File: src/rtl/lpd_pkg.sv
// Shared types and constants for the length-prefixed packet deframer.
package lpd_pkg;

   // Code bytes that open a packet
   localparam logic [7:0] CODE_SHORT_A = 8'hC1;
   localparam logic [7:0] CODE_SHORT_B = 8'hC3;
   localparam logic [7:0] CODE_LONG_A  = 8'hC2;
   localparam logic [7:0] CODE_LONG_B  = 8'hC4;

   // Header sizes in bytes, code byte included
   localparam logic [15:0] HDR_SHORT = 16'd2;
   localparam logic [15:0] HDR_LONG  = 16'd3;

   // Error codes carried with each item
   typedef enum logic [1:0] {
      ERR_NONE    = 2'd0,
      ERR_CODE    = 2'd1,
      ERR_LENGTH  = 2'd2
   } err_type;

   // Framing phase
   typedef enum logic [1:0] {
      PH_CODE   = 2'd0,
      PH_LEN    = 2'd1,
      PH_LEN_LO = 2'd2,
      PH_BODY   = 2'd3
   } phase_type;

   // One marked output item
   typedef struct packed {
      logic [7:0] out_byte;
      logic       in_packet;
      logic       start_of_packet;
      logic       end_of_packet;
      err_type    error_code;
      logic       long_header;
   } result_type;

endpackage

File: src/rtl/lpd_in_stage.sv
// Input register that holds one received byte until the framer takes it.
module lpd_in_stage (
   input  logic       clock,
   input  logic       reset,
   input  logic       req_tvalid,
   output logic       req_tready,
   input  logic [7:0] req_tdata,
   input  logic       take,
   output logic       item_valid,
   output logic [7:0] item_byte
);

   logic       valid_ff;
   logic       valid_in;
   logic [7:0] byte_ff;

   // Accept when empty or when the held item moves on this cycle
   assign req_tready = !valid_ff || take;
   assign valid_in   = (req_tvalid && req_tready) || (valid_ff && !take);

   always_ff @(posedge clock) begin
      if (reset) begin
         valid_ff <= 1'b0;
      end else begin
         valid_ff <= valid_in;
      end
   end

   // Load the byte on accept
   always_ff @(posedge clock) begin
      if (req_tvalid && req_tready) begin
         byte_ff <= req_tdata;
      end
   end

   assign item_valid = valid_ff;
   assign item_byte  = byte_ff;

endmodule

File: src/rtl/lpd_framer.sv
// Framing state machine: marks each byte and tracks header phase and body count.
module lpd_framer (
   input  logic                  clock,
   input  logic                  reset,
   input  logic                  step,
   input  logic [7:0]            item_byte,
   output lpd_pkg::result_type   result
);

   lpd_pkg::phase_type phase_ff, phase_in;
   logic               is_long_ff, is_long_in;
   logic [7:0]         length_high_ff, length_high_in;
   logic [15:0]        remaining_ff, remaining_in;

   logic        is_short_code;
   logic        is_long_code;
   logic [15:0] total;
   logic [15:0] header;
   logic        too_short;
   logic        exact;
   logic        last_len_byte;
   logic        body_last;

   // Decode the code byte and the finished length
   assign is_short_code = (item_byte == lpd_pkg::CODE_SHORT_A) ||
                          (item_byte == lpd_pkg::CODE_SHORT_B);
   assign is_long_code  = (item_byte == lpd_pkg::CODE_LONG_A) ||
                          (item_byte == lpd_pkg::CODE_LONG_B);
   assign total         = is_long_ff ? {length_high_ff, item_byte} : {8'd0, item_byte};
   assign header        = is_long_ff ? lpd_pkg::HDR_LONG : lpd_pkg::HDR_SHORT;
   assign too_short     = total < header;
   assign exact         = total == header;
   assign last_len_byte = (phase_ff == lpd_pkg::PH_LEN_LO) ||
                          ((phase_ff == lpd_pkg::PH_LEN) && !is_long_ff);
   assign body_last     = remaining_ff <= 16'd1;

   // Next state
   always_comb begin
      phase_in       = phase_ff;
      is_long_in     = is_long_ff;
      length_high_in = length_high_ff;
      remaining_in   = remaining_ff;
      case (phase_ff)
         lpd_pkg::PH_CODE: begin
            if (is_short_code || is_long_code) begin
               is_long_in = is_long_code;
               phase_in   = lpd_pkg::PH_LEN;
            end
         end
         lpd_pkg::PH_LEN, lpd_pkg::PH_LEN_LO: begin
            if (!last_len_byte) begin
               length_high_in = item_byte;
               phase_in       = lpd_pkg::PH_LEN_LO;
            end else if (too_short || exact) begin
               phase_in = lpd_pkg::PH_CODE;
            end else begin
               remaining_in = total - header;
               phase_in     = lpd_pkg::PH_BODY;
            end
         end
         lpd_pkg::PH_BODY: begin
            if (remaining_ff != 16'd0) begin
               remaining_in = remaining_ff - 16'd1;
            end
            if (body_last) begin
               phase_in = lpd_pkg::PH_CODE;
            end
         end
         default: begin
            phase_in = lpd_pkg::PH_CODE;
         end
      endcase
   end

   // Output marks
   always_comb begin
      result                 = '0;
      result.out_byte        = item_byte;
      result.in_packet       = 1'b1;
      result.error_code      = lpd_pkg::ERR_NONE;
      result.long_header     = is_long_ff;
      case (phase_ff)
         lpd_pkg::PH_CODE: begin
            if (is_short_code || is_long_code) begin
               result.start_of_packet = 1'b1;
               result.long_header     = is_long_code;
            end else begin
               result.in_packet   = 1'b0;
               result.long_header = 1'b0;
               result.error_code  = lpd_pkg::ERR_CODE;
            end
         end
         lpd_pkg::PH_LEN, lpd_pkg::PH_LEN_LO: begin
            if (last_len_byte) begin
               if (too_short) begin
                  result.error_code = lpd_pkg::ERR_LENGTH;
               end else if (exact) begin
                  result.end_of_packet = 1'b1;
               end
            end
         end
         lpd_pkg::PH_BODY: begin
            result.end_of_packet = body_last;
         end
         default: begin
            result.in_packet = 1'b0;
         end
      endcase
   end

   // Advance state once per byte
   always_ff @(posedge clock) begin
      if (reset) begin
         phase_ff       <= lpd_pkg::PH_CODE;
         is_long_ff     <= 1'b0;
         length_high_ff <= 8'd0;
         remaining_ff   <= 16'd0;
      end else if (step) begin
         phase_ff       <= phase_in;
         is_long_ff     <= is_long_in;
         length_high_ff <= length_high_in;
         remaining_ff   <= remaining_in;
      end
   end

endmodule

File: src/rtl/lpd_out_stage.sv
// Result register that holds one marked item until the consumer takes it.
module lpd_out_stage (
   input  logic                clock,
   input  logic                reset,
   input  logic                load,
   input  lpd_pkg::result_type result,
   output logic                can_load,
   output logic                rsp_tvalid,
   input  logic                rsp_tready,
   output logic [7:0]          rsp_tdata,   // out_byte
   output logic [4:0]          rsp_tuser,   // in_packet, start_of_packet, error_code[1:0], long_header
   output logic                rsp_tlast    // end_of_packet
);

   logic                valid_ff;
   logic                valid_in;
   lpd_pkg::result_type data_ff;

   // Free when empty or when the held item is taken this cycle
   assign can_load = !valid_ff || rsp_tready;
   assign valid_in = load || (valid_ff && !rsp_tready);

   always_ff @(posedge clock) begin
      if (reset) begin
         valid_ff <= 1'b0;
      end else begin
         valid_ff <= valid_in;
      end
   end

   // Capture the marked item
   always_ff @(posedge clock) begin
      if (load) begin
         data_ff <= result;
      end
   end

   assign rsp_tvalid = valid_ff;
   assign rsp_tdata  = data_ff.out_byte;
   assign rsp_tuser  = {data_ff.long_header, data_ff.error_code,
                        data_ff.start_of_packet, data_ff.in_packet};
   assign rsp_tlast  = data_ff.end_of_packet;

endmodule

File: src/rtl/length_prefixed_packet_deframer.sv
// Length-prefixed packet deframer: one received byte in, the same byte out
// marked with packet framing. A packet opens with code byte 0xC1/0xC3 (one
// length byte) or 0xC2/0xC4 (two length bytes, high first); the length
// counts the whole packet, header included. Unknown code bytes come out with
// error code 1 and in_packet 0; a length below the header size gives error
// code 2 on the last length byte and framing restarts on the next byte.
// Throughput is one byte per cycle unless rsp_tready stalls the output;
// a byte goes from the input register through the framer into the result
// register. Every accepted byte gives exactly one result.
module length_prefixed_packet_deframer (
   input  logic       clock,
   input  logic       reset,
   input  logic       req_tvalid,
   output logic       req_tready,
   input  logic [7:0] req_tdata,    // in_byte
   output logic       rsp_tvalid,
   input  logic       rsp_tready,
   output logic [7:0] rsp_tdata,    // out_byte
   output logic [4:0] rsp_tuser,    // in_packet, start_of_packet, error_code[1:0], long_header
   output logic       rsp_tlast     // end_of_packet
);

   logic                item_valid;
   logic [7:0]          item_byte;
   logic                can_load;
   logic                step;
   lpd_pkg::result_type result;

   // Move a byte through the framer when the result register has room
   assign step = item_valid && can_load;

   lpd_in_stage u_in_stage (
      .clock      (clock),
      .reset      (reset),
      .req_tvalid (req_tvalid),
      .req_tready (req_tready),
      .req_tdata  (req_tdata),
      .take       (can_load),
      .item_valid (item_valid),
      .item_byte  (item_byte)
   );

   lpd_framer u_framer (
      .clock     (clock),
      .reset     (reset),
      .step      (step),
      .item_byte (item_byte),
      .result    (result)
   );

   lpd_out_stage u_out_stage (
      .clock      (clock),
      .reset      (reset),
      .load       (step),
      .result     (result),
      .can_load   (can_load),
      .rsp_tvalid (rsp_tvalid),
      .rsp_tready (rsp_tready),
      .rsp_tdata  (rsp_tdata),
      .rsp_tuser  (rsp_tuser),
      .rsp_tlast  (rsp_tlast)
   );

endmodule

File: config.mk
export PLATFORM = sky130hd
export DESIGN_NAME = length_prefixed_packet_deframer
export DESIGN_NICKNAME = d
export VERILOG_FILES = /design/src/rtl/lpd_pkg.sv /design/src/rtl/lpd_in_stage.sv /design/src/rtl/lpd_framer.sv /design/src/rtl/lpd_out_stage.sv /design/src/rtl/length_prefixed_packet_deframer.sv
export SDC_FILE = /design/constraint.sdc
export NUM_CORES = 1
export LEC_CHECK = 0
export ABC_AREA = 1
export CORE_UTILIZATION = 35
export CTS_BUF_LIST = sky130_fd_sc_hd__clkbuf_4
export DETAILED_ROUTE_END_ITERATION = 16
export DONT_BUFFER_PORTS = 1
export GPL_TIMING_DRIVEN = 0
export HOLD_SLACK_MARGIN = 0.08
export PLACE_DENSITY = 0.54
export SLEW_MARGIN = 20
export SYNTH_ARGS = -nofsm -noshare
export SYNTH_HDL_FRONTEND = slang
export SYNTH_SLANG_ARGS = --single-unit
File: constraint.sdc
create_clock -name clock -period 2 [get_ports clock]
set_input_delay 0.4 -clock clock [delete_from_list [all_inputs] [get_ports clock]]
set_output_delay 0.4 -clock clock [all_outputs]
set_load 0.005 [all_outputs]
==> summary by stage <==
Run status
The flow ran to the end, and the final reports show no timing, DRC or antenna violations.

Synth
The commonest cells after synthesis are nand2_1 (134), nor2_1 (81), inv_1 (49), nand3_1 (46), dfxtp_1 (29). The largest area contributor in the netlist is edfxtp_1. For this run, the number of Yosys warnings is 0. The primary flip-flop cell chosen by synthesis mapping is dfxtp_1. The post-synthesis async set-or-reset flop share is 0.

The number of nets produced by synthesis is about 460. The area fraction of the dominant cell type after synthesis is 0.215. The number of enable flip-flop cells after synthesis is 22. Yosys instantiated no cell more often than nand2_1. Each instance of the synthesized netlist takes up on average 6.91 um2. The count of unique library cells instantiated by Yosys is 30. Summing every instance area after synthesis gives 3070 um2.

Yosys attributes the largest share of cell area to edfxtp_1 (22%), dfxtp_1 (19%), nand2_1 (16%), nor2_1 (9.9%), nand3_1 (7.5%). The number of storage elements in the synthesis netlist is 51. The cell count after synthesis is 444. The part of the Yosys area used for sequential elements is 0.405.

Min path
The number of cells on the worst hold path is 2. The path class of the tightest hold or removal check is input pin to flop.

Floorplan
The die outline area is 9140 um2. The die width is 95.6 um. The core region is 8340 um2. In this run the vertical extent of the chip is 95.6 um.

For this design the top-level I/O count stands at 28. The number of core rows is 33. The initial core utilization is 0.368.

Run
The number of maximum-capacitance constraint violations is 0.

Power
The leakage power is around 1.8 nW. In this run the power density over the cells is between 500 and 600 nW/um2. IR analysis of the VDD net gives a maximum drop of 0.373 mV. The post-layout total power is ~1.9 mW.

Layout
The synthesis-to-finish area growth is 17.0%. The finished cells cover between 3000 and 4000 um2. The post-route core utilization is 0.430. The multi-input combinational cells in the finished layout cover a total of between 1500 and 2000 um2. The share of layout cells above drive strength 1 is 0.123. 0 antenna diodes ended up in the layout. Across the whole layout, storage elements account for approximately 1200 um2. The layout net count is 497. For this run, the number of standard cells in the final layout without fillers is 583. The number of filler cells placed in the layout is 875.

GRT
The number of antenna violations at the first check in global routing is 0. The number of global-route vias before repair is 2771. Global routing finished with a remaining overflow of 0. The total routing usage reported by global routing is 0.192. The pin count of the biggest net entering global routing is 20. The first-pass GRT wire length is 13500 um.

Timing
The final-report setup violation count is 0. The worst slew margin relative to its limit is 0.568. The measured slew at the worst slew-check pin is roughly 650 ps. The shortest clock period the worst path allows after layout is 1910 ps. Setup repair after global routing could not meet its margin everywhere. The final hold violation count is 0. The post-route worst setup slack is 93.3 ps. The maximum clock skew at final layout is 21.5 ps. Static timing analysis puts the maximum clock frequency at 0.524 GHz. The number of max-slew violations in the final report was 0. The final clock period utilization by the worst path is 0.953.

Worst setup path
The highest fanout seen on the critical path is 7. The most critical setup path has its endpoint at u_framer.remaining_ff[1]. For flop-to-flop paths, the worst setup slack is 90 ps. For the worst setup path, the data required time is 2320 ps. Walking the worst path, the cells encountered are inv_2 -> ha_4 -> inv_2 -> ha_4 -> inv_2 -> nand2_4 -> nor2_8 -> nand3_4 -> nand2_4 -> nand2_8 -> nand2_8 -> buf_8 -> nand2_1 -> a21oi_2.

The critical path launch point type is a flop. The data arrival at the endpoint of the critical path is between 2000 and 2500 ps. The depth of the worst register-to-register path is 14. The maximum single-stage delay on the critical path is 460 ps. In this run the worst setup path begins at u_in_stage.item_byte[0].

The worst setup path category is flop to flop. By instance count, the cell type seen most on the critical path is inv_2. The combined buffer and inverter count along the critical path is 4.

The kind of cell with the highest combined delay along the critical path is simple AND/OR/NAND/NOR gates. The number of logic stages on the critical path including buffering is 14. The worst setup path is captured at a flop. The destination of the worst register-to-register timing path is u_framer.remaining_ff[1]. Among all stages on the critical path, the largest delay is contributed by edfxtp_1.

The startpoint of the most critical register-to-register path is u_in_stage.item_byte[0].

Detailed routing
The count of nets left with antenna violations once routing finished came out at 0. The total detailed-routing wirelength is 8150 um. The detailed router's first-iteration violation count is 170. In the routed layout, each cell is associated on average with a via count of a little under 5.

The final route contains 2882 vias. The detailed-route DRC error count is 0. The average routed wire per standard cell is about 14 um. The detailed-router iteration count before antenna repair is 4.

Clock network
The CTS tree is done. The cell sitting at the root of the clock tree is a clkbuf_4. In this run the number of H-tree levels came out at 2. The number of buffers between clock root and the deepest sink is 2.

The CTS buffer count is 5. Clock-pin slew was measured on the worst setup and hold paths at 180 ps. The total number of clock tree sinks is 51. The latest clock arrival within the worst-skew pair is 390 ps.

Placement
Counting tap cells, the placed design contains a total of 549 instances. The worst-case setup slack after placement is -163 ps. The instance area after placement is 3200 um2. At the end of routability-driven placement, the weighted congestion stood at around 0.89. In this run the tool buffered the top-level ports with 0 buffer cells. Once detailed placement completed, the half-perimeter wirelength came to 5830 um.
flip-flops by register name, summed over array words and instances (netlist names):
register / count
u_framer.remaining_ff: 16
u_framer.length_high_ff: 8
u_in_stage.item_byte: 8
u_out_stage.rsp_tdata: 8
u_out_stage.rsp_tuser: 5
u_framer.phase_ff: 2
u_framer.is_long_ff: 1
u_in_stage.item_valid: 1
u_out_stage.rsp_tlast: 1
u_out_stage.rsp_tvalid: 1
per-layer routing:
layer  wire, um  vias to the layer above  global-route usage  share of wire
met1       3840                     1331               0.255           0.47
met4        164                        0              0.0634          0.020
li1           -                     1476                   -              -
met3        302                       13              0.0303          0.037
met5          0                        -                   0              0
met2       3840                       62               0.318           0.47
cell families after synthesis:
group / after synthesis / share of synthesized area
DFF: 51 / 0.405
AOI/OAI and AO/OA: 43 / 0.0783
adders and majority gates: 8 / 0.0326
and+or+nand+nor: 280 / 0.397
xor gates and xnor gates: 2 / 0.00571
buffers and inverters: 60 / 0.0820
stage by stage:
step,TNS [ps],hold slack (ps)
2_1_floorplan,0,437
3_3_place_gp,-1390,452
4_1_cts,0,85.4
5_1_grt,-87.2,104
6_report,0,117
3_5_place_dp,-1830,463
layout by cell type, fill, tap and decap left out, types with 2 or more instances in the layout:
cell and instances:
o21ai_0 19, dfxtp_1 26, nor2_1 78, inv_2 3, buf_2 2, nand3_1 45, nand2_2 2, nand2_8 2
dfxtp_2 3, nor2_4 3, nand4_1 4, clkbuf_1 4, buf_6 4, nand2_1 134, edfxtp_1 22, inv_1 46
ha_4 3, nor2_2 4, dlygate4sd3_1 9, ha_1 5, nand2_4 3, clkbuf_4 5, xor2_1 2, a21oi_1 18
buf_4 15, inv_6 2
worst min-delay path by stage:
stage / from / end / slack (ps)
after global placement: u_in_stage.item_valid / u_out_stage.rsp_tvalid / 450
after floorplan: u_in_stage.item_valid / u_out_stage.rsp_tvalid / 440
after detailed placement: u_in_stage.item_valid / u_out_stage.rsp_tvalid / 460
final: req_tvalid / u_in_stage.item_valid / 120
after global routing: req_tvalid / u_in_stage.item_valid / 100
after CTS: req_tdata[2] / u_in_stage.item_byte[2] / 90
area by class of cell:
| type | count | area share |
|---|---|---|
| inverter | 49 | 0.0512 |
| buffer | 11 | 0.0206 |
| timing repair buffer | 26 | 0.0676 |
| multi-input combinational | 333 | 0.459 |
| clock buffer | 5 | 0.0105 |
| clock inverter | 3 | 0.00802 |
| sequential | 51 | 0.347 |
| tap | 105 | 0.0366 |
power by group:
part	switching (mW)	leakage, nW	internal (mW)
sequential	0.0276	0.444	1.12
clock	0.392	0.0381	0.156
combinational	0.106	1.28	0.0659
what timing repair did:
| action | 4_1_cts | 5_1_grt |
|---|---|---|
| hold buffers | 1 | 8 |
| setup endpoints to repair | 16 | 23 |
| gates cloned | 0 | 1 |
| hold endpoints to repair | 3 | 8 |
| buffers inserted | 7 | 9 |
| pin swaps | 3 | 6 |
| gates resized for setup | 4 | 19 |
worst reg2reg max path, cell delays in order (launching register included):
cell	delay, ps
edfxtp_1	460
inv_2	100
ha_4	120
inv_2	40
ha_4	150
inv_2	70
nand2_4	80
nor2_8	140
nand3_4	80
nand2_4	110
nand2_8	80
nand2_8	100
buf_8	130
nand2_1	70
a21oi_2	100
Note: power is estimated with default switching activity, not from simulation.
